**src/rtl/kmer_bloom_filter_core_assert.svh**
```systemverilog
// Assertion macros for the k-mer Bloom filter core.
// Both forms sample on i_clk and stay quiet while i_rst_n is low.
`ifndef KMER_BLOOM_FILTER_CORE_ASSERT_SVH
`define KMER_BLOOM_FILTER_CORE_ASSERT_SVH

`ifndef SYNTHESIS

`define KBF_ASSERT(label, prop, msg) \
    label: assert property (@(posedge i_clk) disable iff (!i_rst_n) (prop)) \
        else $error(msg);

`define KBF_ASSERT_IMPL(label, ante, cons, msg) \
    label: assert property (@(posedge i_clk) disable iff (!i_rst_n) (ante) |-> (cons)) \
        else $error(msg);

`else

`define KBF_ASSERT(label, prop, msg)

`define KBF_ASSERT_IMPL(label, ante, cons, msg)

`endif

`endif

```
**src/rtl/kbf_pkg.sv**
```systemverilog
package kbf_pkg;

    // Widths of the fixed fields
    localparam int KMER_LEN_W = 6;
    localparam int KEY_W      = 64;
    localparam int POS_W      = 16;

    // Filter memory row layout: one row holds 64 filter bits
    localparam int ROW_OFS_BITS = 6;
    localparam int ROW_BITS     = 64;

    // Output queue
    localparam int OQ_DEPTH = 4;
    localparam int OQ_PTR_W = 2;
    localparam int OQ_CNT_W = 3;

    // k-mer length register
    localparam logic [KMER_LEN_W-1:0] KMER_LEN_RESET = 6'd25;
    localparam logic [KMER_LEN_W-1:0] KMER_LEN_MIN   = 6'd2;
    localparam logic [KMER_LEN_W-1:0] KMER_LEN_MAX   = 6'd32;

    // Position handling
    localparam logic [POS_W-1:0] POS_MAX      = 16'hFFFF;
    localparam logic [POS_W-1:0] SAMPLE_EVERY = 16'd10;
    // floor(x / 10) = (x * 52429) >> 19, exact over 16 bits
    localparam logic [31:0]      DIV10_MUL    = 32'd52429;
    localparam int               DIV10_SHIFT  = 19;

    // Base characters and their 2-bit codes
    localparam logic [7:0] CHAR_A = 8'h41;
    localparam logic [7:0] CHAR_T = 8'h54;
    localparam logic [7:0] CHAR_C = 8'h43;
    localparam logic [7:0] CHAR_G = 8'h47;
    localparam logic [1:0] CODE_A = 2'd0;
    localparam logic [1:0] CODE_T = 2'd1;
    localparam logic [1:0] CODE_C = 2'd2;
    localparam logic [1:0] CODE_G = 2'd3;

    // Probe numbering and hash multipliers
    typedef logic [1:0] t_probe_idx;
    localparam t_probe_idx PROBE_FIRST = 2'd0;
    localparam t_probe_idx PROBE_MID   = 2'd1;
    localparam t_probe_idx PROBE_LAST  = 2'd2;

    localparam logic [63:0] HASH_MULT_0 = 64'd1713137323;
    localparam logic [63:0] HASH_MULT_1 = 64'd371371377;
    localparam logic [63:0] HASH_MULT_2 = 64'd7341234131;

    function automatic logic [63:0] hash_mult(input t_probe_idx idx);
        unique case (idx)
            PROBE_FIRST: return HASH_MULT_0;
            PROBE_MID:   return HASH_MULT_1;
            default:     return HASH_MULT_2;
        endcase
    endfunction

    // One base after the front end
    typedef struct packed {
        logic             kmer;
        logic             query;
        logic [KEY_W-1:0] key;
        logic [POS_W-1:0] pos;
        logic             sampled;
    } t_job;

    // One result word
    typedef struct packed {
        logic             kmer_ready;
        logic [KEY_W-1:0] kmer_key;
        logic [POS_W-1:0] kmer_pos;
        logic             sampled;
        logic             maybe_present;
    } t_res;

    // Probe engine status back to the front end
    typedef struct packed {
        logic job_take;
        logic clr_busy;
    } t_probe_stat;

endpackage

```
**src/rtl/kbf_if.sv**
```systemverilog
// Input channel: one base character per word
interface kbf_in_if;
    logic       valid;
    logic       ready;
    logic       func;
    logic [7:0] base_char;
    logic       read_start;

    modport source (output valid, output func, output base_char, output read_start,
                    input ready);
    modport sink   (input valid, input func, input base_char, input read_start,
                    output ready);
endinterface


```
**src/rtl/kbf_front.sv**
```systemverilog
module kbf_front
    import kbf_pkg::*;
(
    input  logic                  i_clk,
    input  logic                  i_rst_n,
    input  logic                  i_cfg_we,
    input  logic [KMER_LEN_W-1:0] i_cfg_wdata,
    input  t_probe_stat           i_stat,
    kbf_in_if.sink                i_in,
    output logic                  o_job_valid,
    output t_job                  o_job
);

    logic [KMER_LEN_W-1:0] r_kmer_len;
    logic [KEY_W-1:0]      r_rolling_key, n_rolling_key;
    logic [KMER_LEN_W-1:0] r_valid_run, n_valid_run;
    logic [POS_W-1:0]      r_base_index, n_base_index;
    logic                  r_job_valid;
    t_job                  r_job, n_job;

    logic [KMER_LEN_W-1:0] k_eff;
    logic [6:0]            two_k;
    logic [KEY_W-1:0]      key_mask;
    logic [KEY_W-1:0]      key_base;
    logic [KMER_LEN_W-1:0] run_base;
    logic [POS_W-1:0]      idx_base;
    logic                  code_ok;
    logic [1:0]            code;
    logic                  kmer;
    logic [POS_W-1:0]      pos;
    logic [31:0]           div_prod;
    logic [12:0]           quot;
    logic [POS_W-1:0]      quot_x10;
    logic                  sampled;
    logic                  accept;

    // Take a new base when no clear is running and the job slot is free or drains this cycle
    assign i_in.ready = !i_stat.clr_busy && (!r_job_valid || i_stat.job_take);
    assign accept     = i_in.valid && i_in.ready;

    // Clamp the k-mer length and build the key mask
    always_comb begin
        if (r_kmer_len < KMER_LEN_MIN) begin
            k_eff = KMER_LEN_MIN;
        end else if (r_kmer_len > KMER_LEN_MAX) begin
            k_eff = KMER_LEN_MAX;
        end else begin
            k_eff = r_kmer_len;
        end
        two_k    = {k_eff, 1'b0};
        key_mask = {KEY_W{1'b1}} >> (7'd64 - two_k);
    end

    // Decode the base character
    always_comb begin
        unique case (i_in.base_char)
            CHAR_A: begin
                code_ok = 1'b1;
                code    = CODE_A;
            end
            CHAR_T: begin
                code_ok = 1'b1;
                code    = CODE_T;
            end
            CHAR_C: begin
                code_ok = 1'b1;
                code    = CODE_C;
            end
            CHAR_G: begin
                code_ok = 1'b1;
                code    = CODE_G;
            end
            default: begin
                code_ok = 1'b0;
                code    = CODE_A;
            end
        endcase
    end

    // Advance the rolling key, run length and base index
    always_comb begin
        key_base = i_in.read_start ? '0 : r_rolling_key;
        run_base = i_in.read_start ? '0 : r_valid_run;
        idx_base = i_in.read_start ? '0 : r_base_index;

        n_base_index = (idx_base == POS_MAX) ? POS_MAX : idx_base + 16'd1;

        if (code_ok) begin
            n_rolling_key = ((key_base << 2) | {62'd0, code}) & key_mask;
            n_valid_run   = (run_base < k_eff) ? run_base + 6'd1 : k_eff;
        end else begin
            n_rolling_key = '0;
            n_valid_run   = '0;
        end

        kmer = code_ok && (n_valid_run >= k_eff);
    end

    // Start position of the k-mer and the sampling flag
    always_comb begin
        pos      = (idx_base == POS_MAX) ? POS_MAX
                                         : idx_base - (16'(k_eff) - 16'd1);
        div_prod = 32'(pos) * DIV10_MUL;
        quot     = div_prod[31:DIV10_SHIFT];
        quot_x10 = {quot, 3'b000} + {2'b00, quot, 1'b0};
        sampled  = (pos <= SAMPLE_EVERY) || (pos == quot_x10);

        n_job.kmer    = kmer;
        n_job.query   = i_in.func;
        n_job.key     = kmer ? n_rolling_key : '0;
        n_job.pos     = kmer ? pos : '0;
        n_job.sampled = kmer && sampled;
    end

    // Control state and configuration
    always_ff @(posedge i_clk) begin
        if (!i_rst_n) begin
            r_kmer_len    <= KMER_LEN_RESET;
            r_rolling_key <= '0;
            r_valid_run   <= '0;
            r_base_index  <= '0;
            r_job_valid   <= 1'b0;
        end else begin
            if (i_cfg_we) begin
                r_kmer_len <= i_cfg_wdata;
            end
            if (accept) begin
                r_rolling_key <= n_rolling_key;
                r_valid_run   <= n_valid_run;
                r_base_index  <= n_base_index;
                r_job_valid   <= 1'b1;
            end else if (i_stat.job_take) begin
                r_job_valid <= 1'b0;
            end
        end
    end

    // Hold the job word
    always_ff @(posedge i_clk) begin
        if (accept) begin
            r_job <= n_job;
        end
    end

    assign o_job_valid = r_job_valid;
    assign o_job       = r_job;

endmodule

```
**src/flat_wrapper.sv**
```systemverilog
// flat-port wrapper written by rule: the top's interface ports become plain ports
module kbf_front_flat import kbf_pkg::*;
  (i_clk, i_rst_n, i_cfg_we, i_cfg_wdata, i_stat, o_job_valid, o_job, i_in_valid, i_in_func, i_in_base_char, i_in_read_start, i_in_ready);
  kbf_in_if i_in_i ();
  input  logic i_clk;
  input  logic i_rst_n;
  input  logic i_cfg_we;
  input  logic [KMER_LEN_W-1:0] i_cfg_wdata;
  input  t_probe_stat i_stat;
  output logic o_job_valid;
  output t_job o_job;
  input wire logic [$bits(i_in_i.valid)-1:0] i_in_valid;
  input wire logic [$bits(i_in_i.func)-1:0] i_in_func;
  input wire logic [$bits(i_in_i.base_char)-1:0] i_in_base_char;
  input wire logic [$bits(i_in_i.read_start)-1:0] i_in_read_start;
  output wire logic [$bits(i_in_i.ready)-1:0] i_in_ready;
  assign i_in_i.valid = i_in_valid;
  assign i_in_i.func = i_in_func;
  assign i_in_i.base_char = i_in_base_char;
  assign i_in_i.read_start = i_in_read_start;
  assign i_in_ready = i_in_i.ready;
  kbf_front u_core (.i_clk(i_clk), .i_rst_n(i_rst_n), .i_cfg_we(i_cfg_we), .i_cfg_wdata(i_cfg_wdata), .i_stat(i_stat), .i_in(i_in_i), .o_job_valid(o_job_valid), .o_job(o_job));
endmodule
```
**config.mk**
```make
export PLATFORM = sky130hd
export DESIGN_NAME = kbf_front_flat
export DESIGN_NICKNAME = d
export VERILOG_FILES = /design/src/rtl/kmer_bloom_filter_core_assert.svh /design/src/rtl/kbf_pkg.sv /design/src/rtl/kbf_if.sv /design/src/rtl/kbf_front.sv /design/src/flat_wrapper.sv
export SDC_FILE = /design/constraint.sdc
export NUM_CORES = 1
export LEC_CHECK = 0
export BUFFER_PORTS_ARGS = -buffer_cell sky130_fd_sc_hd__buf_4
export CORE_UTILIZATION = 55
export CTS_BUF_LIST = sky130_fd_sc_hd__clkbuf_4 sky130_fd_sc_hd__clkbuf_8
export DETAILED_ROUTE_END_ITERATION = 8
export GPL_TIMING_DRIVEN = 0
export PLACE_DENSITY = 0.74
export SLEW_MARGIN = 40
export SYNTH_ARGS = -nofsm -noshare
export SYNTH_HDL_FRONTEND = slang
export SYNTH_SLANG_ARGS = --single-unit
```
**constraint.sdc**
```tcl
create_clock -name i_clk -period 41.7 [get_ports i_clk]
set_input_delay 12.51 -clock i_clk [delete_from_list [all_inputs] [get_ports i_clk]]
set_output_delay 12.51 -clock i_clk [all_outputs]
set_load 0.01 [all_outputs]
```
# Word-level counts from Yosys, hierarchy flattened
# Index checks and enable logic that the tools add are counted.
[op_classes]
n_bitwise = 2
eq_ne = 6
mux = 14
n_shift = 1
mul = 1
n_reduce_logical = 10
n_lt_le_gt_ge = 5
addsub = 6
[op_table]
columns = ["operator", "n"]
rows = [
  ["AND 64 bit", 1],
  ["2-to-1 mux 64 bit", 1],
  ["bitwise OR 64 x 2 -> 64 bit", 1],
  ["right shift 64 x 7 -> 64 bit, first input constant", 1],
  ["2-to-1 mux 62 bit", 1],
  ["2-to-1 mux 16 bit", 3],
  ["equality test 8 x 7 -> 1 bit, second input constant", 4],
  ["multiplier 16 x 16 -> 32 bit, second input constant", 1],
  ["2-to-1 mux 6 bit", 5],
  ["adder 16 x 1 -> 16 bit, second input constant", 1],
  ["adder 16 x 14 -> 16 bit", 1],
  ["equality test 16 bit", 1],
  ["equality test 16 bit, second input constant", 1],
  ["less-or-equal comparator 16 x 4 -> 1 bit, second input constant", 1],
  ["subtractor 16 bit", 1],
  ["subtractor 6 x 1 -> 7 bit, second input constant", 1],
  ["subtractor 7 bit, first input constant", 1],
  ["adder 6 x 1 -> 6 bit, second input constant", 1],
  ["greater-or-equal comparator 6 bit", 1],
  ["> comparator 6 bit, second input constant", 1],
  ["< comparator 6 x 2 -> 1 bit, second input constant", 1],
  ["< comparator 6 bit", 1],
  ["case mux 2 bit (3 select lines)", 1],
  ["logical AND 1 bit", 4],
  ["other kinds (5)", 9],
]
[totals]
register_bits = 174
wordCells = 55
input_bits = 22
out_inout_bits = 85

# Longest topological paths before layout
# Gate-level depths: netlist (run 1).
[depth]
depth_word = 11
depth_mapped = 49
ltp_nobuf = 48

# Least setup slack after synthesis (run 1)
# OpenSTA, ideal clock, no wires.
[synth_path]
kind = "input-to-output"
from = "in i_stat[1] (netlist bit)"
to = "out i_in_ready"
path_stages = 2
arrival_ns = 12.843
path_buffers = 0
path_slack_ns = 16.347
required_time_ns = 29.190
cell_sequence = "nand2b_1 > nor2b_1"
[synth_via]
elab_chain_cells = 2
[synth_lines]
columns = ["item", "line_no", "text"]
rows = [
  ["from (decl)", "flat_wrapper.sv:9", "input t_probe_stat i_stat;"],
  ["logical OR 1 bit", "kbf_front.sv:38", "assign i_in.ready = !i_stat.clr_busy && (!r_job_valid || i_stat.job_take);"],
  ["logical AND 1 bit", "kbf_front.sv:38", ""],
  ["to (decl)", "flat_wrapper.sv:16", "output wire logic [$bits(i_in_i.ready)-1:0] i_in_ready;"],
]
# Every way passes these cells.

# Worst setup path in the final report (run 1)
# Same ends and word-level chain as after synthesis.

==> metrics list, run 1 <==
* Width of the die: 160 um
- When the netlist entered floorplanning its net count stood at approximately 1700.
* Endpoint type of the worst setup path: output port
- Timing analysis after detailed placement gives a worst setup slack of around 16 ns.
- Synth top cells by count: sky130_fd_sc_hd__ha_1, sky130_fd_sc_hd__inv_1, sky130_fd_sc_hd__nor2_1
- Library cell used as clock root buffer: sky130_fd_sc_hd__clkbuf_8
- The synthesized design devotes to its leading area cell type 18.3% of total area.
- Registers take approximately 4300 um^2.
- Initial core utilization: between 50 and 60%
* NumNets Final: about 1900
- Floorplan die area: 25400 um^2
- Synthesis inferred around 170 register bits.
* Relative slew slack: 45.5%
* Number of ports placed on the die boundary: 107
* Hold Worst Slack: 0.469 ns
- Worst hold start: u_core.r_rolling_key[33]
- Across all register-to-register paths, the minimum setup slack is 28.86 ns.
- Post-route clock skew: 0.0246 ns
- Category of the critical setup timing path: input pin to output port
* Maximum operating frequency: 38.9 MHz
* Total via count in the routed design: 10900
- Hold/Removal Path Class: flip-flop to flip-flop
- STA puts the critical path data arrival time at 13.17 ns.
* Weighted congestion at the end of routability-driven global placement: around 0.95
* Detailed-route wire length: 34800 um
- The multi-input combinational cells in the finished layout cover a total of 8500 um^2.
* Number of DRC markers in iteration 0: 830
- At the pin with the least slew margin, the transition time is ~0.82 ns.
- Count leader, synth: sky130_fd_sc_hd__ha_1
- Detailed placement finished with a half-perimeter wire length of between 20000 and 30000 um.
* Global route total overflow: 0
- The floorplan step defined a core boundary enclosing 24300 um^2.
- Aggregate negative setup slack: 0 ns
- The filler cells instantiated in the layout total approximately 2100.
* Sequential cell area fraction in the yosys report: 31.6%
- Subtracting the final worst setup slack from the clock period gives around 26 ns.
* Setup WS post-layout: about 16 ns
- Worst Hold Endpoint: u_core.r_rolling_key[33]
* YS warnings: 0
* RSZ-0062 raised after global routing: false
- Proportion of layout cells with a drive suffix above 1: 10.9%
* Final max-slew violation count: 0
* Hold violation count in the final report: 0
- In the synthesized netlist, the number of instances is 1452.
- Post-route DRC: 0
- Reg-to-reg critical path startpoint: u_core.r_kmer_len[2]
- After synthesis the cells add up to about 14000 um^2.
* Count of distinct cell types in the synthesized netlist: 79
- Synthesis-to-layout area growth: 12.1%
- Hold-fix buffers, CTS: 0
- In the routed layout, each cell is associated on average with a via count of 5.71.
- # clock sinks: approximately 170
- The repair_antennas step left the layout with diodes totalling 0.
- For this run, asynchronously set or reset flops after synthesis account for 0%.
* CTS H-tree lvls: 4
- TritonCTS built the clock tree.
- Vias in the first global route: 11000
- Category of the worst setup path launch point: input pin
* End of the worst register-to-register path: u_core.o_job[0]
- Y dimension of the die: 160 um
* Top FF cell, synth: sky130_fd_sc_hd__dfxtp_1
- Largest driver fanout on the critical path: 2
* Post-CTS Setup Inserts: 0
* Final critical-path share of the clock period: 61.6%
- Post-synthesis cell type with the largest combined area: sky130_fd_sc_hd__edfxtp_1
* Largest cells by area after synthesis: sky130_fd_sc_hd__edfxtp_1, sky130_fd_sc_hd__ha_1, sky130_fd_sc_hd__dfxtp_1
* Post-CTS Resized: 0
- Post-synthesis average cell area: between 9 and 10 um^2
* Max Buffers Root-to-Sink: 2
- Clock-pin slew was measured on the worst setup and hold paths at about 0.10 ns.
- Across the run, the number of max-cap violations was 0.
- Number of flops mapped to enable cells by yosys: 83
* DRT Pass-1 Iters: 5
- Largest net degree at the start of global routing: 46
- Setup violations remaining at the end of the flow were counted as 0.
- Total CTS buffers: 17
- Worst hold path stage count: 2
- Tot GR Track Use: ~28%
- The floorplan has 57 rows.
- Global-route wire length before repair: roughly 56000 um
- Required time worst endpoint: 29.19 ns
* Routed Antenna Nets: 0
- Initial antenna violation count: 0
- The clock reaches the later pin of the worst-skew pair after 0.48 ns.
- IO buf count: between 100 and 150
* Wirelength per Cell: around 18 um
* Number of cell instances on the worst register-to-register path: 42
* Result of the run: finished clean
[registers in the layout, summed over array words and instances (netlist names)]
| name | count |
|---|---|
| u_core.o_job_valid | 1 |
| u_core.r_base_index | 16 |
| u_core.r_valid_run | 6 |
| u_core.o_job | 83 |
| u_core.r_rolling_key | 62 |
| u_core.r_kmer_len | 6 |
[layer usage]
layer / vias to the layer above / part of all wire (%) / GRT usage [%]
met5: - / 0 / 0
met4: 0 / 3.9 / 12.6
met3: 92 / 5.4 / 2.79
met2: 425 / 50 / 50.3
met1: 5171 / 40 / 33.3
li1: 5248 / - / -
[cells in the final DEF, fill, tap and decap left out, types with 10 or more instances in the layout]
cell type                  instances
sky130_fd_sc_hd__mux2i_1          14
sky130_fd_sc_hd__nand2_1         110
sky130_fd_sc_hd__xnor2_1          35
sky130_fd_sc_hd__a21o_1           10
sky130_fd_sc_hd__clkbuf_8         17
sky130_fd_sc_hd__nand4_1          16
sky130_fd_sc_hd__a21oi_1          98
sky130_fd_sc_hd__nand2b_1         15
sky130_fd_sc_hd__fa_1             83
sky130_fd_sc_hd__nor2b_1          32
sky130_fd_sc_hd__buf_4           105
sky130_fd_sc_hd__ha_1            183
sky130_fd_sc_hd__nor3_1           16
sky130_fd_sc_hd__inv_1           180
sky130_fd_sc_hd__clkbuf_1         35
sky130_fd_sc_hd__a32oi_1          12
sky130_fd_sc_hd__edfxtp_1         83
sky130_fd_sc_hd__nand3_1          45
sky130_fd_sc_hd__xor2_1           21
sky130_fd_sc_hd__and2_1           10
sky130_fd_sc_hd__a22oi_1          19
sky130_fd_sc_hd__o21ai_0          45
sky130_fd_sc_hd__and3_1           44
sky130_fd_sc_hd__nor2_1          137
sky130_fd_sc_hd__dfxtp_1          91
[metrics by stage]
| stage | instances | util, % | area [um^2] |
|---|---|---|---|
| floorplan | 1452 | - | 13600 |
| global placement | 1881 | 61.0 | 14800 |
| detailed placement | 1883 | 61.2 | 14900 |
| CTS | 1915 | 62.9 | 15300 |
| global route | 1915 | 62.9 | 15300 |
| finish | 1915 | 62.9 | 15300 |
[layout make-up]
cell class,count,share of cell area [%]
clock inverters,15,1.09
well taps,324,2.65
flip-flops and latches,174,28.2
plain buffers,42,1.07
inverters,183,4.49
clock buffers,17,1.53
repair buffers,107,5.41
multi-input cells,1053,55.6
[cells by family after synthesis]
logic type	count (synthesis)	share of synthesized area [%]
flops	174	31.6
xor+xnor	57	3.76
compound gates	250	11.8
simple gates	463	16.4
fa+ha+maj	266	29.0
buf+inv	225	6.21
mux	16	1.19
other cells	1	0.0275
[how the worst max path moves through the flow]
stage              start    endpoint  cells past startpoint
2_1_floorplan  i_stat[1]  i_in_ready                      2
3_3_place_gp   i_stat[1]  i_in_ready                      4
3_5_place_dp   i_stat[1]  i_in_ready                      4
4_1_cts        i_stat[1]  i_in_ready                      4
5_1_grt        i_stat[1]  i_in_ready                      4
6_report       i_stat[1]  i_in_ready                      4
[worst max-delay path, cell delays in order]
cell and delay (ns):
sky130_fd_sc_hd__buf_4 0.07, sky130_fd_sc_hd__nand2b_1 0.10, sky130_fd_sc_hd__nor2b_1 0.30, sky130_fd_sc_hd__buf_4 0.19
Power of run 1 is left out: the tool's default activity adds up to more than one toggle a clock period on the data nets, which glitch-free logic cannot reach.
==> run 2: changes to the inputs <==
--- a/config.mk
+++ b/config.mk
@@ -5,6 +5,7 @@
 export SDC_FILE = /design/constraint.sdc
 export NUM_CORES = 1
 export LEC_CHECK = 0
+export ABC_AREA = 1
 export BUFFER_PORTS_ARGS = -buffer_cell sky130_fd_sc_hd__buf_4
 export CORE_UTILIZATION = 55
 export CTS_BUF_LIST = sky130_fd_sc_hd__clkbuf_4 sky130_fd_sc_hd__clkbuf_8
==> constraint.sdc (replaced) <==
create_clock -name i_clk -period 25.1 [get_ports i_clk]
set_input_delay 7.53 -clock i_clk [delete_from_list [all_inputs] [get_ports i_clk]]
set_output_delay 7.53 -clock i_clk [all_outputs]
set_load 0.01 [all_outputs]
==> run 2 against run 1 <==
Effect of this change:
- critical path depth rose by 44
- synthesized cell count rose by 20%
- sequential cell count did not move
- design area rose by 3.9%
- non-clock buffer count rose by 5
- routed wire length rose by 4.7%
- via count rose by 11%
- clock skew fell by 0.0067 ns
- setup slack got worse by 7.7 ns
- die area rose by 3.9%
- final cell count rose by 15%
==> metrics list, run 2 <==
- Initial core utilization: 56.2%
- Clock transition at the register clock pins on the worst setup and hold paths after CTS: 0.10 ns
- In this design, the largest share of critical-path delay is due to adder cells.
- Endpoint type of the worst setup path: flip-flop
- Post-CTS Resized: 0
* YS warnings: 0
- Largest cells by area after synthesis: sky130_fd_sc_hd__edfxtp_1, sky130_fd_sc_hd__ha_1, sky130_fd_sc_hd__dfxtp_1
* Count of distinct cell types in the synthesized netlist: 50
* Routed Antenna Nets: 0
- The path class of the tightest hold or removal check is flip-flop to flip-flop.
- Cell Area, Synth: 14200 um^2
- Filler cell count: roughly 2200
- DRT Pass-1 Iters: 5
- In the layout the commonest cells are sky130_fd_sc_hd__inv_1, sky130_fd_sc_hd__nand2_1, sky130_fd_sc_hd__ha_1.
* Global-route wire length before repair: slightly below 60000 um
- Synthesis-to-layout area growth: 12.1%
- The clock reaches the later pin of the worst-skew pair after 0.48 ns.
- Avg Vias per Cell: 5.47
* Proportion of layout cells with a drive suffix above 1: under 10%
- Data arrives at the worst endpoint at 17.11 ns.
* Min Tclk post-route: 16.79 ns
* Number of flops mapped to enable cells by yosys: 83
* Synth Register Bits: 174
- After clock tree synthesis, the setup repair step added 0 buffers.
* Hold violation count in the final report: 0
* Vias in the first global route: 11500
- Result of the run: finished clean
- Maximum operating frequency: 59.6 MHz
- Total CTS buffers: 17
- Summed over all instances, the cell type with the most area after synthesis is sky130_fd_sc_hd__edfxtp_1.
* Hold-fix buffers, CTS: 0
* Library cell used as clock root buffer: sky130_fd_sc_hd__clkbuf_8
- Portion of synthesized cell area occupied by the leading cell type: 17.6%
* Worst Tran Pin Value: between 0.7 and 0.8 ns
* Largest driver fanout on the critical path: 10
* Category of the critical setup timing path: input pin to flip-flop
- Wirelength per Cell: 16.5 um
- Initial antenna violation count: 0
* Net count after synthesis: 2027
* Cell type of the slowest stage on the worst timing path: sky130_fd_sc_hd__ha_1
- In this run the core area contains 58 standard-cell rows.
- Top FF cell, synth: sky130_fd_sc_hd__dfxtp_1
- Y dimension of the die: 163 um
- TritonCTS clock tree: done
* Relative slew slack: roughly half
* Aggregate negative setup slack: 0 ns
- Largest net degree at the start of global routing: between 40 and 50
* Width of the die: 163 um
- Number of maximum-capacitance violations: 0
- For this run, the share of the core covered by cells in the final layout is 62.9%.
- The core region is about 25000 um^2.
* Worst path bufs/invs: 8
* Floorplan die area: 26400 um^2
- Mapped Cells: 1739
- The repair_antennas step left the layout with diodes totalling 0.
- RSZ-0062 raised after global routing: false
* CTS H-tree lvls: 4
- Count leader, synth: sky130_fd_sc_hd__inv_1
- Weighted congestion at the end of routability-driven global placement: ~1
- Synth top cells by count: sky130_fd_sc_hd__inv_1, sky130_fd_sc_hd__nand2_1, sky130_fd_sc_hd__ha_1
- The worst path uses 66.9% of the clock period.
- Share of synthesized flip-flops with an asynchronous set or reset: 0%
- In this run, the number of DRC markers left after iteration 0 of detailed routing was 909.
- Counting every sink on the clock net gives 174.
- The clock passes through at most 2 buffers.
- Total via count in the routed design: 12100
* Category of the worst setup path launch point: input pin
- Detailed placement HPWL: approximately 30000 um
- After detailed routing, the total wire length is 36400 um.
- The largest single stage delay on the critical path is 0.57 ns.
- Post-synthesis average cell area: 8.15 um^2
- Required time worst endpoint: 25.42 ns
- By instance count, the cell type seen most on the critical path is sky130_fd_sc_hd__nand2_1.
- After synthesis, flip-flops and latches occupy 30.4% of the total area.
- IO buf count: 106
* Most frequent standard cell in the layout excluding fill and tap cells: sky130_fd_sc_hd__inv_1
* Tot GR Track Use: 28.3%
- Summed over all layers, the global routing overflow is 0.
* Final max-slew violation count: 0
- NumNets Final: 2155
- Setup violations remaining at the end of the flow were counted as 0.
* Number of flip-flops in the largest register: 83
- After detailed routing, the number of remaining DRC violations is 0.
* Post-route clock skew: approximately 0.018 ns
- Number of ports placed on the die boundary: 107
==> run 2: per-stage QoR <==
stage	cell area [um^2]	hold slack [ns]	instances	setup WS (ns)
floorplan	14200	0.451	1739	9.65
global placement	15400	0.474	2175	7.96
detailed placement	15400	0.480	2178	7.85
CTS	15900	0.493	2210	8.32
global route	15900	0.525	2210	7.60
finish	15900	0.500	2210	8.31
==> run 2: cells by family (layout without fill, tap and decap cells) <==
kind of cell | count (synthesis) | after routing | share of synthesized area, %
AND/OR/NAND/NOR | 600 | 600 | 18.2
buffers and inverters | 372 | 513 | 9.99
AO/OA/AOI/OAI | 298 | 298 | 11.7
adder cells (fa/ha/maj) | 266 | 266 | 27.9
flip-flops | 174 | 174 | 30.4
XOR/XNOR | 28 | 28 | 1.83
other | 1 | 1 | 0.0264
==> run 2: worst reg2reg max path, delay by kind of cell, from the launching register on <==
family                     cells  cell delay, ns
AOI/OAI and AO/OA             12            2.54
and+or+nand+nor               22            2.48
DFF                            1            0.34
xor gates and xnor gates       2            0.90
buffers and inverters          8            1.42
adders and majority gates     10            4.29
==> run 2: layout make-up <==
| type | instances | area [um^2] | share of cell area, % |
|---|---|---|---|
| multi-input combinational | 1193 | 8460 | 53.2 |
| clock inverter | 15 | 213 | 1.34 |
| buffer | 45 | 193 | 1.21 |
| tap | 330 | 413 | 2.60 |
| inverter | 327 | 1230 | 7.72 |
| clock buffer | 17 | 234 | 1.47 |
| timing repair buffer | 109 | 841 | 5.29 |
| sequential | 174 | 4310 | 27.1 |
==> run 2: path summary, 6_finish.rpt <==
| check | startpoint | slack (ns) | endpoint | cells past startpoint |
|---|---|---|---|---|
| worst max-delay path | i_in_read_start | 8.31 | u_core.o_job[0] | 48 |
| worst min register to register | u_core.r_rolling_key[23] | 0.50 | u_core.r_rolling_key[25] | 2 |
| worst max register to register | u_core.r_kmer_len[2] | 12.98 | u_core.o_job[0] | 54 |
| worst min-delay path | u_core.r_rolling_key[23] | 0.50 | u_core.r_rolling_key[25] | 2 |
==> run 2: metal layers <==
metal | routed length [um] | part of all wire [%] | vias to the layer above | global-route usage, %
met1 | 15700 | 43 | 5605 | 36.6
met3 | 1870 | 5.1 | 79 | 2.34
met4 | 1210 | 3.3 | 0 | 10.5
met2 | 17700 | 48 | 420 | 49.5
li1 | - | - | 5993 | -
met5 | 0 | 0 | - | 0
Power of run 2 is left out for the same reason.
