[src/rtl/kmer_bloom_filter_core_assert.svh]
// Assertion macros for the k-mer Bloom filter core.
// Both forms sample on i_clk and stay quiet while i_rst_n is low.
`ifndef KMER_BLOOM_FILTER_CORE_ASSERT_SVH
`define KMER_BLOOM_FILTER_CORE_ASSERT_SVH

`ifndef SYNTHESIS

`define KBF_ASSERT(label, prop, msg) \
    label: assert property (@(posedge i_clk) disable iff (!i_rst_n) (prop)) \
        else $error(msg);

`define KBF_ASSERT_IMPL(label, ante, cons, msg) \
    label: assert property (@(posedge i_clk) disable iff (!i_rst_n) (ante) |-> (cons)) \
        else $error(msg);

`else

`define KBF_ASSERT(label, prop, msg)

`define KBF_ASSERT_IMPL(label, ante, cons, msg)

`endif

`endif

[src/rtl/kbf_pkg.sv]
package kbf_pkg;

    // Widths of the fixed fields
    localparam int KMER_LEN_W = 6;
    localparam int KEY_W      = 64;
    localparam int POS_W      = 16;

    // Filter memory row layout: one row holds 64 filter bits
    localparam int ROW_OFS_BITS = 6;
    localparam int ROW_BITS     = 64;

    // Output queue
    localparam int OQ_DEPTH = 4;
    localparam int OQ_PTR_W = 2;
    localparam int OQ_CNT_W = 3;

    // k-mer length register
    localparam logic [KMER_LEN_W-1:0] KMER_LEN_RESET = 6'd25;
    localparam logic [KMER_LEN_W-1:0] KMER_LEN_MIN   = 6'd2;
    localparam logic [KMER_LEN_W-1:0] KMER_LEN_MAX   = 6'd32;

    // Position handling
    localparam logic [POS_W-1:0] POS_MAX      = 16'hFFFF;
    localparam logic [POS_W-1:0] SAMPLE_EVERY = 16'd10;
    // floor(x / 10) = (x * 52429) >> 19, exact over 16 bits
    localparam logic [31:0]      DIV10_MUL    = 32'd52429;
    localparam int               DIV10_SHIFT  = 19;

    // Base characters and their 2-bit codes
    localparam logic [7:0] CHAR_A = 8'h41;
    localparam logic [7:0] CHAR_T = 8'h54;
    localparam logic [7:0] CHAR_C = 8'h43;
    localparam logic [7:0] CHAR_G = 8'h47;
    localparam logic [1:0] CODE_A = 2'd0;
    localparam logic [1:0] CODE_T = 2'd1;
    localparam logic [1:0] CODE_C = 2'd2;
    localparam logic [1:0] CODE_G = 2'd3;

    // Probe numbering and hash multipliers
    typedef logic [1:0] t_probe_idx;
    localparam t_probe_idx PROBE_FIRST = 2'd0;
    localparam t_probe_idx PROBE_MID   = 2'd1;
    localparam t_probe_idx PROBE_LAST  = 2'd2;

    localparam logic [63:0] HASH_MULT_0 = 64'd1713137323;
    localparam logic [63:0] HASH_MULT_1 = 64'd371371377;
    localparam logic [63:0] HASH_MULT_2 = 64'd7341234131;

    function automatic logic [63:0] hash_mult(input t_probe_idx idx);
        unique case (idx)
            PROBE_FIRST: return HASH_MULT_0;
            PROBE_MID:   return HASH_MULT_1;
            default:     return HASH_MULT_2;
        endcase
    endfunction

    // One base after the front end
    typedef struct packed {
        logic             kmer;
        logic             query;
        logic [KEY_W-1:0] key;
        logic [POS_W-1:0] pos;
        logic             sampled;
    } t_job;

    // One result word
    typedef struct packed {
        logic             kmer_ready;
        logic [KEY_W-1:0] kmer_key;
        logic [POS_W-1:0] kmer_pos;
        logic             sampled;
        logic             maybe_present;
    } t_res;

    // Probe engine status back to the front end
    typedef struct packed {
        logic job_take;
        logic clr_busy;
    } t_probe_stat;

endpackage

[src/rtl/kbf_if.sv]


// Output channel: one result word per base
interface kbf_out_if;
    logic        valid;
    logic        ready;
    logic        kmer_ready;
    logic [63:0] kmer_key;
    logic [15:0] kmer_pos;
    logic        sampled;
    logic        maybe_present;

    modport source (output valid, output kmer_ready, output kmer_key, output kmer_pos,
                    output sampled, output maybe_present, input ready);
    modport sink   (input valid, input kmer_ready, input kmer_key, input kmer_pos,
                    input sampled, input maybe_present, output ready);
endinterface

[src/rtl/kbf_outq.sv]
`include "kmer_bloom_filter_core_assert.svh"

module kbf_outq
    import kbf_pkg::*;
(
    input  logic                i_clk,
    input  logic                i_rst_n,
    input  logic                i_push,
    input  t_res                i_res,
    output logic [OQ_CNT_W-1:0] o_count,
    kbf_out_if.source           o_out
);

    t_res                r_q [OQ_DEPTH];
    logic [OQ_PTR_W-1:0] r_wp;
    logic [OQ_PTR_W-1:0] r_rp;
    logic [OQ_CNT_W-1:0] r_count;
    logic                pop;
    t_res                head;

    // Present the oldest word
    assign head                = r_q[r_rp];
    assign o_out.valid         = (r_count != '0);
    assign o_out.kmer_ready    = head.kmer_ready;
    assign o_out.kmer_key      = head.kmer_key;
    assign o_out.kmer_pos      = head.kmer_pos;
    assign o_out.sampled       = head.sampled;
    assign o_out.maybe_present = head.maybe_present;
    assign pop                 = o_out.valid && o_out.ready;
    assign o_count             = r_count;

    // Pointers and fill count
    always_ff @(posedge i_clk) begin
        if (!i_rst_n) begin
            r_wp    <= '0;
            r_rp    <= '0;
            r_count <= '0;
        end else begin
            if (i_push) begin
                r_wp <= r_wp + OQ_PTR_W'(1);
            end
            if (pop) begin
                r_rp <= r_rp + OQ_PTR_W'(1);
            end
            if (i_push && !pop) begin
                r_count <= r_count + OQ_CNT_W'(1);
            end else if (pop && !i_push) begin
                r_count <= r_count - OQ_CNT_W'(1);
            end
        end
    end

    // Store pushed words
    always_ff @(posedge i_clk) begin
        if (i_push) begin
            r_q[r_wp] <= i_res;
        end
    end

    `KBF_ASSERT_IMPL(a_oq_no_overflow, r_count == OQ_CNT_W'(OQ_DEPTH), !i_push, "queue overflow")
    `KBF_ASSERT(a_oq_count_max, r_count <= OQ_CNT_W'(OQ_DEPTH), "queue count out of range")
    `KBF_ASSERT(a_oq_ptr_count, OQ_PTR_W'(r_wp - r_rp) == OQ_PTR_W'(r_count), "pointer mismatch")

endmodule

[src/flat_wrapper.sv]
// flat-port wrapper written by rule: the top's interface ports become plain ports
module kbf_outq_flat import kbf_pkg::*;
  (i_clk, i_rst_n, i_push, i_res, o_count, o_out_valid, o_out_kmer_ready, o_out_kmer_key, o_out_kmer_pos, o_out_sampled, o_out_maybe_present, o_out_ready);
  kbf_out_if o_out_i ();
  input  logic i_clk;
  input  logic i_rst_n;
  input  logic i_push;
  input  t_res i_res;
  output logic [OQ_CNT_W-1:0] o_count;
  output wire logic [$bits(o_out_i.valid)-1:0] o_out_valid;
  output wire logic [$bits(o_out_i.kmer_ready)-1:0] o_out_kmer_ready;
  output wire logic [$bits(o_out_i.kmer_key)-1:0] o_out_kmer_key;
  output wire logic [$bits(o_out_i.kmer_pos)-1:0] o_out_kmer_pos;
  output wire logic [$bits(o_out_i.sampled)-1:0] o_out_sampled;
  output wire logic [$bits(o_out_i.maybe_present)-1:0] o_out_maybe_present;
  input wire logic [$bits(o_out_i.ready)-1:0] o_out_ready;
  assign o_out_valid = o_out_i.valid;
  assign o_out_kmer_ready = o_out_i.kmer_ready;
  assign o_out_kmer_key = o_out_i.kmer_key;
  assign o_out_kmer_pos = o_out_i.kmer_pos;
  assign o_out_sampled = o_out_i.sampled;
  assign o_out_maybe_present = o_out_i.maybe_present;
  assign o_out_i.ready = o_out_ready;
  kbf_outq u_core (.i_clk(i_clk), .i_rst_n(i_rst_n), .i_push(i_push), .i_res(i_res), .o_count(o_count), .o_out(o_out_i));
endmodule
[config.mk]
export PLATFORM = sky130hd
export DESIGN_NAME = kbf_outq_flat
export DESIGN_NICKNAME = d
export VERILOG_FILES = /design/src/rtl/kbf_pkg.sv /design/src/rtl/kbf_if.sv /design/src/rtl/kbf_outq.sv /design/src/flat_wrapper.sv
export VERILOG_INCLUDE_DIRS = /design/src /design/src/rtl
export SDC_FILE = /design/constraint.sdc
export NUM_CORES = 1
export LEC_CHECK = 0
export ABC_AREA = 0
export BUFFER_PORTS_ARGS = -buffer_cell sky130_fd_sc_hd__buf_2
export CORE_MARGIN = 8
export CORE_UTILIZATION = 57
export DETAILED_ROUTE_END_ITERATION = 6
export GPL_ROUTABILITY_DRIVEN = 1
export HOLD_SLACK_MARGIN = 0.03
export PLACE_DENSITY = 0.79
export SYNTH_ARGS = -nofsm -noshare
export SYNTH_HDL_FRONTEND = slang
export SYNTH_SLANG_ARGS = --single-unit
[constraint.sdc]
create_clock -name i_clk -period 3.55 [get_ports i_clk]
set_clock_uncertainty 0.2 [all_clocks]
set_input_delay 0.1775 -clock i_clk [delete_from_list [all_inputs] [get_ports i_clk]]
set_output_delay 0.1775 -clock i_clk [all_outputs]
set_load 0.02 [all_outputs]
* Word-level counts from Yosys, hierarchy flattened
Memories as Yosys holds them, arrays and structs flattened. A register that Yosys moved wholly into a read port is not among the register bits.
Index checks and enable logic that the tools add are counted.
** Storage, ports and cells
- Bits in registers :: 7
- Bits in writable memories :: 332
- Input port bits :: 87
- Output and inout bits :: 87
- Logic and storage cells :: 21
- Memories :: 1
** Operators by class
- $add $sub $neg :: 4
- Mux-type cells :: 6
- Reductions and logical operators :: 7
** Memory list
- u_core.r_q :: depth 4, bits a word 83, read ports 1, clocked after memory_dff 1, wr ports 1, RTL line kbf_outq.sv:14 : t_res r_q [OQ_DEPTH];
** Operator list (number)
- $mux W3 :: 2
- $add A2 B1 Y2 const B :: 2
- $mux W2 :: 2
- $add A3 B1 Y3 const B :: 1
- $logic_and A1 B1 Y1 :: 3
- $reduce_bool A3 Y1 :: 1
- $sub A3 B1 Y3 const B :: 1
- $logic_not A1 Y1 :: 2
- $mux W1 :: 2
- $reduce_bool A2 Y1 :: 1

* Logic depth before layout (Yosys ltp)
Gate-level depths: netlist (run 1).
- Word-level depth :: 5
- Depth in mapped cells :: 7

* Least setup slack after synthesis (run 1)
Ideal clock, no wire load.
- Path type :: reg-to-reg
- From :: register u_core.r_wp[0]
- To :: memory u_core.r_q[0][0] (netlist bit), enable pin
- Arrival time :: 2.472 ns
- Path slack :: 0.428 ns
- Cell stages (with the launch flop) :: 4
- Buffers on the path :: 0
- Period minus slack after synthesis :: 3.122 ns
- Cells stage by stage :: dfxtp_1 -> inv_1 -> ha_1 -> and2_1
** RTL lines
- start, declared :: RTL line kbf_outq.sv:15 : logic [OQ_PTR_W-1:0] r_wp;
- start signal, assigned :: RTL line kbf_outq.sv:40 : r_wp <= r_wp + OQ_PTR_W'(1);
- end, declared :: RTL line kbf_outq.sv:14
Straight into the memory's write port.

==> summary.md, run 1 <==
| Metric | Value |
|---|---|
| Outcome | complete, no violations |
| Die outline width | ~160 µm |
| CTS tree | yes |
| Wire length the detailed router placed on met1 | about 9600 µm |
| Buffers on Ports | 173 |
| Count of cell types in the netlist | 19 |
| Total CTS buffers | 34 |
| Routability congestion estimate from global placement | a little over 0.7 |
| Number of pins with negative max-slew slack in the final report | 0 |
| Category of the worst setup path launch point | flip-flop |
| Avg Vias per Cell | roughly 5.6 |
| Max Cap Viol | 0 |
| Relative area change from synthesis to final layout | 25.12% |
| Setup TNS | 0 ps |
| Leakage power total | roughly 5.3 nW |
| Final clock period utilization by the worst path | about 78% |
| Avg Cell Area, Syn | about 26 µm² |
| Fraction of final layout cells sized beyond drive strength 1 | between 30% and 40% |
| Clock insertion delay at the later pin of the skew report | roughly 500 ps |
| Grt total ovfl | 0 |
| DIE AREA | about 0.027 mm² |
| Required time worst endpoint | 3170 ps |
| Post-synthesis register bit count | between 300 and 400 |
| Maximum level of the CTS H-tree | 2 |
| Net Count, Synth | 568 |
| Boundary pin count | approximately 170 |
| Fmax | roughly 360 MHz |
| Placed cells | approximately 900 |
| # rows | 54 |
| Routed Antenna Nets | 0 |
| HPWL reported at the end of detailed placement | 14410 µm |
| Power Density | approximately 680 mW/mm² |
| Detailed Route WL | roughly 25000 µm |
| First-pass iteration count of the detailed router | 5 |
| Highest cell delay on the worst timing path | 730 ps |
| Worst Setup Slack, final | slightly below 800 ps |
| DRC viols | 0 |
| Post-route core utilization | a little under three quarters |
| Unrepaired setup endpoints after global routing | no |
| Vias | between 5000 and 6000 |
| Number of design-rule violations left by the first detailed-router iteration | ~360 |
| Count of non-filler cells in the finished layout | 1064 |
| Net count of the finished layout | roughly 850 |
| Max-Slew Margin vs Limit | between 50% and 60% |
| Met3 layer wire length in the routed design | ~1700 µm |
| Chain of cells forming the critical path | buf_12 > mux4_2 > buf_2 |
| Post-cts gate resize count | 0 |
| Total count of hold-check failures in the final report | 0 |
| Combined global-route utilization of all metal layers | between 10% and 20% |
| Number of clock sinks | around 340 |
| CP Data Arrival Time | approximately 2400 ps |
| Largest net degree at the start of global routing | 45 |
| Actual slew at the worst max-slew pin | 694.3 ps |
| Worst slack at placement | 1212 ps |
| Slowest stage cell on the critical path | sky130_fd_sc_hd__dfxtp_4 |
| Via count of the first global-routing pass | ~6600 |
| Die Span Y | 163.7 µm |
| Mean routed wirelength per cell | between 20 and 25 µm |
| HP Class | primary input to flip-flop |
| Clock input transition at the sequential cells of the worst setup and hold paths | roughly 60 ps |
| Gate Count Post-Synth | between 400 and 500 |
| Worst vdd ir | 523.9 µV |
| Number of warning messages in the yosys log | 0 |
| Met2 wirelength from detailed routing | approximately 13000 µm |
| Highest fanout seen on the critical path | 39 |
| Total setup violations reported at the end of the flow | 0 |
| Root buffer cell | sky130_fd_sc_hd__clkbuf_16 |
| Core Box Area | around 0.022 mm² |
| Largest buffer count on any clock path | 3 |
| Initial antenna violation count | 2 |
| Sequential cell area fraction in the yosys report | roughly four fifths |
| Kind of end point of the critical path | primary output |
| Initial core utilization | between 50% and 60% |
| Top routing layer in use | met5 |
| Clock period minus worst slack | around 2800 ps |
| Global-route wire length before repair | approximately 38000 µm |
| Class of the most critical setup path | flip-flop to primary output |
| Synth Cell Area | between 0.01 and 0.015 mm² |
## synthesized netlist by cell type, drive strengths merged
cell    count  area (µm²)
mux2i       2       20.02
dfxtp       9       180.2
o311ai      1       8.760
edfxtp    332        9970
buf        17       135.1
xor2        2       17.52
mux4       83        1869
nor2b       2       12.51
clkbuf      1       3.750
xnor2       3       26.28
and2        9       56.30
ha          5       62.56
or3         2       12.51
o31ai       1       12.51
o21ai       1       5.000
inv         3       11.26
fa          1       20.02
a21boi      1       7.510
## layer usage
metal	vias up	global-route usage [%]
met3	38	3.579
met1	3101	23.38
met5	-	0
met4	2	5.331
met2	217	32.19
li1	2620	-
## final timing paths
kind | end | slack [ps] | cells after the start | startpoint
setup reg to reg | u_core.o_count[2] | 1200 | 7 | u_core.o_count[0]
setup / recovery | o_out_kmer_key[23] | 770 | 3 | flip-flop
hold reg to reg | u_core.r_wp[1] | 380 | 2 | u_core.r_wp[1]
hold / removal | u_core.r_q[0][6] | 230 | 2 | i_res[6]
## power by group
| group | total [mW] | internal (mW) | switching [mW] | leakage [nW] |
|---|---|---|---|---|
| sequential | 4.85 | 4.65 | 0.200 | 3.12 |
| combinational | 2.40 | 1.13 | 1.28 | 1.68 |
| clock | 3.30 | 1.95 | 1.35 | 0.490 |
## registers in the layout, summed over array words and instances, names as in the netlist, named ones only
name,flops
u_core.r_rp,2
u_core.r_wp,2
u_core.o_count,3
u_core.r_q,332
## critical path, delay by kind of cell, from the launching register on
kind     cells  cell delay [ps]
buf+inv      2              560
flops        1              730
mux          1              580
## logic make-up (layout without fill, tap and decap cells)
| kind of cell | count (synthesis) | after routing | synth area share [%] |
|---|---|---|---|
| DFF | 341 | 341 | 81.65 |
| and+or+nand+nor | 13 | 13 | 0.6542 |
| muxes | 85 | 85 | 15.20 |
| other | 0 | 1 | 0 |
| AOI/OAI and AO/OA | 4 | 4 | 0.2717 |
| xor gates and xnor gates | 5 | 5 | 0.3524 |
| buffers and inverters | 21 | 329 | 1.208 |
| adders and majority gates | 6 | 6 | 0.6643 |
## area by class of cell
type,instances,area (µm²)
Sequential cell,341,10160
Fill cell,1247,6067
Multi-Input combinational cell,113,2141
Timing Repair Buffer,268,1872
Clock buffer,48,924.6
Tap cell,280,350.3
Clock inverter,10,95.09
Inverter,3,11.26
Antenna cell,1,2.502
## through the flow
step	instance area (µm²)	power [mW]	hold WS, ps
final	15550	10.55	228.8
after global routing	15550	10.95	226.2
after CTS	15550	10.66	215.1
after detailed placement	13660	7.290	197.2
after global placement	13660	7.235	186.3
after floorplan	12430	6.586	76.37
## timing repair
| item | 4_1_cts | 5_1_grt |
|---|---|---|
| hold buffers | 87 | 0 |
| setup buffers | 0 | 0 |
| hold endpoints to repair | 341 | 0 |
## cells in the final DEF (no fill, tap or decap), types with 3 or more instances in the layout
master,instances
sky130_fd_sc_hd__and2_1,5
sky130_fd_sc_hd__and2_4,4
sky130_fd_sc_hd__buf_12,6
sky130_fd_sc_hd__buf_2,173
sky130_fd_sc_hd__clkbuf_1,13
sky130_fd_sc_hd__clkbuf_16,35
sky130_fd_sc_hd__clkinv_1,7
sky130_fd_sc_hd__dfxtp_1,7
sky130_fd_sc_hd__dlygate4sd3_1,87
sky130_fd_sc_hd__edfxtp_1,332
sky130_fd_sc_hd__ha_1,5
sky130_fd_sc_hd__inv_1,3
sky130_fd_sc_hd__mux4_2,83
sky130_fd_sc_hd__xnor2_1,3
No activity file was read; power rests on OpenSTA's default activity.
==> inputs of run 2 (changes only) <==
clock period = 2.7 ns   (was 3.55 ns; I/O delays follow)
==> run 2 against run 1 <==
- critical path depth is the same
- sequential cell count is the same
- first-iteration DRC count grew 20%
- hold slack lost 42 ps
- core utilization grew 0.53 points
- cell count grew 0.94%
- sequential share of layout area shrank 0.48 points
- sequential power grew 30%
- combinational power grew 37%
- register-to-register slack lost 910 ps
- die area is the same
- highest routed layer is now met4
==> summary.md, run 2 (synthesis results as in run 1) <==
| Metric | Value |
|---|---|
| Outcome | complete, no violations |
| Critical path destination | o_out_kmer_key[62] |
| Highest-count cells in the layout ignoring fill and taps | sky130_fd_sc_hd__edfxtp_1, sky130_fd_sc_hd__buf_2, sky130_fd_sc_hd__dlygate4sd3_1 |
| Power Density | between 800 and 900 mW/mm² |
| Actual slew at the worst max-slew pin | about 470 ps |
| Hold Buf Count CTS | 87 |
| Clock period minus worst slack | 2508 ps |
| Routability congestion estimate from global placement | around 0.70 |
| Worst r2r dst | u_core.o_count[2] |
| DIE AREA | around 0.027 mm² |
| Die outline width | approximately 160 µm |
| Seq pwr share | 44.8% |
| Routed Antenna Nets | 0 |
| Cell Int Power | between 10 and 15 mW |
| Flop2flop setup slack | 290 ps |
| Initial antenna violation count | 2 |
| CTS tree | yes |
| Net count of the finished layout | 860 |
| Global-route wire length before repair | 37430 µm |
| Total setup violations reported at the end of the flow | 0 |
| Total count of hold-check failures in the final report | 0 |
| Clock insertion delay at the later pin of the skew report | roughly 500 ps |
| Number of cells on the worst hold path | 2 |
| HP Class | primary input to flip-flop |
| Number of cells on the worst reg-to-reg path | 7 |
| Number of design-rule violations left by the first detailed-router iteration | roughly 430 |
| Boundary pin count | 174 |
| Worst r2r src | u_core.o_count[0] |
| Via count of the first global-routing pass | between 6000 and 7000 |
| Required time worst endpoint | ~2400 ps |
| Largest net degree at the start of global routing | 44 |
| Switching power as a share of total power | a little over a quarter |
| Number of pins with negative max-slew slack in the final report | 0 |
| Fmax | approximately 400 MHz |
| Combined global-route utilization of all metal layers | between 15 and 20% |
| DRC viols | 0 |
| Max-Slew Margin vs Limit | between 60% and 70% |
| Number of clock sinks | about 340 |
| Category of the worst setup path launch point | flip-flop |
| Unrepaired setup endpoints after global routing | no |
| Mean routed wirelength per cell | 22.68 µm |
| First-pass iteration count of the detailed router | 4 |
| Relative contribution of the clock network to total power | 31.9% |
| Clock input transition at the sequential cells of the worst setup and hold paths | 60 ps |
| Worst vdd ir | ~630 µV |
| Initial core utilization | 57.49% |
| Detailed Route WL | around 24000 µm |
| Avg Vias per Cell | around 5.5 |
| HPWL reported at the end of detailed placement | 14370 µm |
| Max Cap Viol | 0 |
| Worst Setup Slack, final | 191.6 ps |
| DP Area | between 0.01 and 0.015 mm² |
| Kind of end point of the critical path | primary output |
| Post-route core utilization | approximately 72% |
| Highest fanout seen on the critical path | 30 |
| Setup fix buffers added after clock tree synthesis | 0 |
| Post-cts gate resize count | 0 |
| Relative area change from synthesis to final layout | 26.05% |
| Root buffer cell | sky130_fd_sc_hd__clkbuf_16 |
| Core Box Area | 0.02162 mm² |
| Die Span Y | approximately 160 µm |
| Grt total ovfl | 0 |
| Setup TNS | 0 ps |
| Total CTS buffers | 34 |
| Fraction of final layout cells sized beyond drive strength 1 | roughly two fifths |
| Switching power total | ~3.8 mW |
| Largest buffer count on any clock path | 3 |
| Vias | slightly below 6000 |
| Leakage power total | 5.357 nW |
| Part of the total power dissipated in combinational logic | approximately a quarter |
| CP Data Arrival Time | about 2200 ps |
| Buffers on Ports | 173 |
| Worst slack at placement | between 400 and 500 ps |
| Class of the most critical setup path | flip-flop to primary output |
| Register bank with the most flops | u_core.r_q |
| Maximum level of the CTS H-tree | 2 |
| Most common library cell in the layout ignoring fill and taps | sky130_fd_sc_hd__edfxtp_1 |
| Final clock period utilization by the worst path | around 93% |
| # rows | 54 |
| Cell area after layout | roughly 0.016 mm² |
| Flip-flop count of the largest register after layout | between 300 and 400 |
run 2: changes by cell type in the layout (fill, tap and decap cells not counted):
cell and change:
sky130_fd_sc_hd__clkbuf_1 -7, sky130_fd_sc_hd__buf_4 +5, sky130_fd_sc_hd__clkinv_1 +6, sky130_fd_sc_hd__diode_2 +1, sky130_fd_sc_hd__buf_12 +1, sky130_fd_sc_hd__clkinvlp_4 +1
sky130_fd_sc_hd__clkinv_2 +2, sky130_fd_sc_hd__inv_6 -1, sky130_fd_sc_hd__clkbuf_16 +2
run 2: cell type report:
type,instances,area [µm²]
clock buffers,43,948.4
well taps,280,350.3
multi-input cells,113,2141
fillers,1221,5952
flip-flops and latches,341,10160
inverters,3,11.26
repair buffers,274,1929
diodes,2,5.005
clock inverters,18,126.4
run 2: worst max-delay path: stages, from the launching register on:
cell,delay [ps]
sky130_fd_sc_hd__dfxtp_4,580
sky130_fd_sc_hd__buf_12,310
sky130_fd_sc_hd__mux4_2,590
sky130_fd_sc_hd__buf_2,190
run 2: worst min path at each step:
| stage | end | start |
|---|---|---|
| final | u_core.r_q[0][28] | i_res[28] |
| after global routing | u_core.r_q[1][59] | i_res[59] |
| after CTS | u_core.r_q[2][73] | i_res[73] |
| after detailed placement | u_core.r_q[2][73] | i_res[73] |
| after global placement | u_core.r_q[0][77] | i_res[77] |
| after floorplan | u_core.r_q[0][0] | i_res[0] |
run 2: metrics by stage:
step,instances,power [mW],hold slack (ps)
4_1_cts,1072,14.18,161.4
5_1_grt,1074,14.62,180.7
3_3_place_gp,924,9.558,143.2
2_1_floorplan,475,8.649,33.87
3_5_place_dp,924,9.622,151.2
6_report,1074,14.07,186.9
run 2: power groups by stage:
stage / logic [mW] / registers (mW) / clock network, mW
final: 3.28 / 6.30 / 4.49
after global routing: 3.50 / 6.34 / 4.78
after CTS: 3.33 / 6.31 / 4.54
after detailed placement: 3.20 / 6.42 / 0
after global placement: 3.17 / 6.39 / 0
after floorplan: 2.35 / 6.30 / 0
run 2: per-layer routing:
metal | global-route usage [%] | up-vias | part of all wire [%]
li1 | - | 2629 | -
met1 | 22.28 | 3070 | 38
met2 | 32.10 | 208 | 53
met3 | 4.864 | 45 | 6.9
met4 | 5.785 | 0 | 2.2
met5 | 0 | - | 0
==> inputs of run 3 (changes only) <==
REMOVE_ABC_BUFFERS = 1   (was unset)
==> run 3 against run 2 <==
- fmax shrank 3.1%
- global-route usage shrank 0.31 points
- critical path depth grew 4
- combinational power is essentially flat
- die area is the same
- cell count is essentially flat
- sequential share of layout area shrank 0.43 points
- first-iteration DRC count shrank 14%
- sequential cell count is the same
- register-to-register slack lost 180 ps
- critical path type is now flip-flop to flip-flop
==> summary.md, run 3 (synthesis results as in run 1) <==
| Metric | Value |
|---|---|
| Outcome | complete, no violations |
| Kind of end point of the critical path | flip-flop |
| Category of the worst setup path launch point | flip-flop |
| Worst r2r dst | u_core.o_count[2] |
| Vias | 5945 |
| Avg Vias per Cell | 5.530 |
| Flop2flop setup slack | approximately 110 ps |
| Die outline width | 163.7 µm |
| Routability congestion estimate from global placement | about 0.74 |
| Total count of hold-check failures in the final report | 0 |
| Clock input transition at the sequential cells of the worst setup and hold paths | roughly 60 ps |
| Number of design-rule violations left by the first detailed-router iteration | about 370 |
| Worst r2r src | u_core.o_count[0] |
| Cell Int Power | ~11 mW |
| Part of the total power dissipated in combinational logic | between 20 and 25% |
| Root buffer cell | sky130_fd_sc_hd__clkbuf_16 |
| Required time worst endpoint | about 2900 ps |
| Clock period minus worst slack | 2587 ps |
| Relative area change from synthesis to final layout | 26.89% |
| Placed cells | 928 |
| DIE AREA | roughly 0.027 mm² |
| Highest fanout seen on the critical path | 6 |
| Most common library cell in the layout ignoring fill and taps | sky130_fd_sc_hd__edfxtp_1 |
| HPWL reported at the end of detailed placement | 14140 µm |
| Initial antenna violation count | 0 |
| Worst min-delay path startpoint | i_res[78] |
| Buffers on Ports | 173 |
| Register bank with the most flops | u_core.r_q |
| Number of cells on the worst reg-to-reg path | 7 |
| Count of non-filler cells in the finished layout | between 1000 and 1500 |
| Number of clock sinks | 341 |
| Power Density | just over 900 mW/mm² |
| Die Span Y | between 150 and 200 µm |
| First-pass iteration count of the detailed router | 4 |
| Largest net degree at the start of global routing | 55 |
| Switching power total | 3.764 mW |
| Antenna Diode Count | 0 |
| Max Cap Viol | 0 |
| Fmax | ~390 MHz |
| Unrepaired setup endpoints after global routing | no |
| Max-Slew Margin vs Limit | 69.42% |
| Worst vdd ir | 656.0 µV |
| DRC viols | 0 |
| Seq pwr share | a little over two fifths |
| # rows | 54 |
| Total CTS buffers | 34 |
| CP Data Arrival Time | 2800 ps |
| Clock insertion delay at the later pin of the skew report | 490 ps |
| Total setup violations reported at the end of the flow | 0 |
| Switching power as a share of total power | 26.25% |
| Via count of the first global-routing pass | 6585 |
| Setup crit start | u_core.o_count[0] |
| Net count of the finished layout | between 800 and 900 |
| Flip-flop count of the largest register after layout | 332 |
| Combined global-route utilization of all metal layers | 18.15% |
| Mean routed wirelength per cell | approximately 22 µm |
| Cell area after layout | ~0.016 mm² |
| Number of pins with negative max-slew slack in the final report | 0 |
| Number of cells on the worst hold path | 2 |
| Post-cts gate resize count | 0 |
| Largest buffer count on any clock path | 3 |
| Maximum level of the CTS H-tree | 2 |
| HP Class | primary input to flip-flop |
| Class of the most critical setup path | flip-flop to flip-flop |
| Routed Antenna Nets | 0 |
| Fraction of final layout cells sized beyond drive strength 1 | between 40% and 50% |
| Boundary pin count | around 170 |
| Detailed Route WL | between 20000 and 25000 µm |
| DP Area | 0.01376 mm² |
| Initial core utilization | a little under three fifths |
| Actual slew at the worst max-slew pin | roughly 460 ps |
| Critical path destination | u_core.o_count[2] |
| Highest-count cells in the layout ignoring fill and taps | sky130_fd_sc_hd__edfxtp_1, sky130_fd_sc_hd__buf_2, sky130_fd_sc_hd__dlygate4sd3_1 |
| CTS tree | yes |
| Global-route wire length before repair | ~37000 µm |
| Relative contribution of the clock network to total power | 32.9% |
| Leakage power total | between 5 and 6 nW |
| Core Box Area | roughly 0.022 mm² |
| Grt total ovfl | 0 |
| Final clock period utilization by the worst path | between 90 and 100% |
## run 3: per-stage QoR
step / TNS [ps] / util (%) / power [mW] / hold slack [ps] / worst slack, ps
2_1_floorplan: -290470 / - / 8.473 / 33.87 / -1849
3_3_place_gp: 0 / 63.65 / 9.594 / 143.9 / 519.3
3_5_place_dp: 0 / 63.65 / 9.660 / 150.5 / 397.7
4_1_cts: 0 / 72.96 / 14.47 / 164.2 / 115.5
5_1_grt: 0 / 72.96 / 14.88 / 175.9 / 28.42
6_report: 0 / 72.96 / 14.34 / 184.5 / 112.5
## run 3: worst min path at each step
stage,end
after floorplan,u_core.r_q[0][0]
after global placement,u_core.r_q[1][13]
after detailed placement,u_core.r_q[2][42]
after CTS,u_core.r_q[0][57]
after global routing,u_core.r_q[2][9]
final,u_core.r_q[1][78]
## run 3: what timing repair did
action	4_1_cts	5_1_grt
buffers inserted	0	0
hold buffers	87	0
endpoints found under the hold margin	341	0
## run 3: critical path, cell delays in order (launching register included)
cell	delay, ps
sky130_fd_sc_hd__dfxtp_1	390
sky130_fd_sc_hd__o31ai_2	380
sky130_fd_sc_hd__ha_1	300
sky130_fd_sc_hd__inv_1	80
sky130_fd_sc_hd__fa_1	420
sky130_fd_sc_hd__xor2_1	210
sky130_fd_sc_hd__or3_1	330
sky130_fd_sc_hd__a21boi_0	200
## run 3: per-layer routing
| layer | wire [µm] | GRT usage (%) |
|---|---|---|
| met1 | 9346 | 21.72 |
| met2 | 12830 | 32.36 |
| met3 | 1537 | 4.133 |
| met4 | 464 | 5.413 |
| met5 | 0 | 0 |
## run 3: final cells by class
cell class              instances  area (µm²)
flip-flops and latches        341       10160
clock buffers                  47       983.4
inverters                       3       11.26
fillers                      1224        5847
repair buffers                278        1972
well taps                     280       350.3
multi-input cells             113        2141
clock inverters                13       158.9
## run 3: power groups by stage
stage	logic [mW]	clock network, mW	registers (mW)
floorplan	1.86	0	6.61
global placement	3.20	0	6.40
detailed placement	3.23	0	6.43
CTS	3.37	4.79	6.32
global route	3.53	5.00	6.35
finish	3.31	4.72	6.31
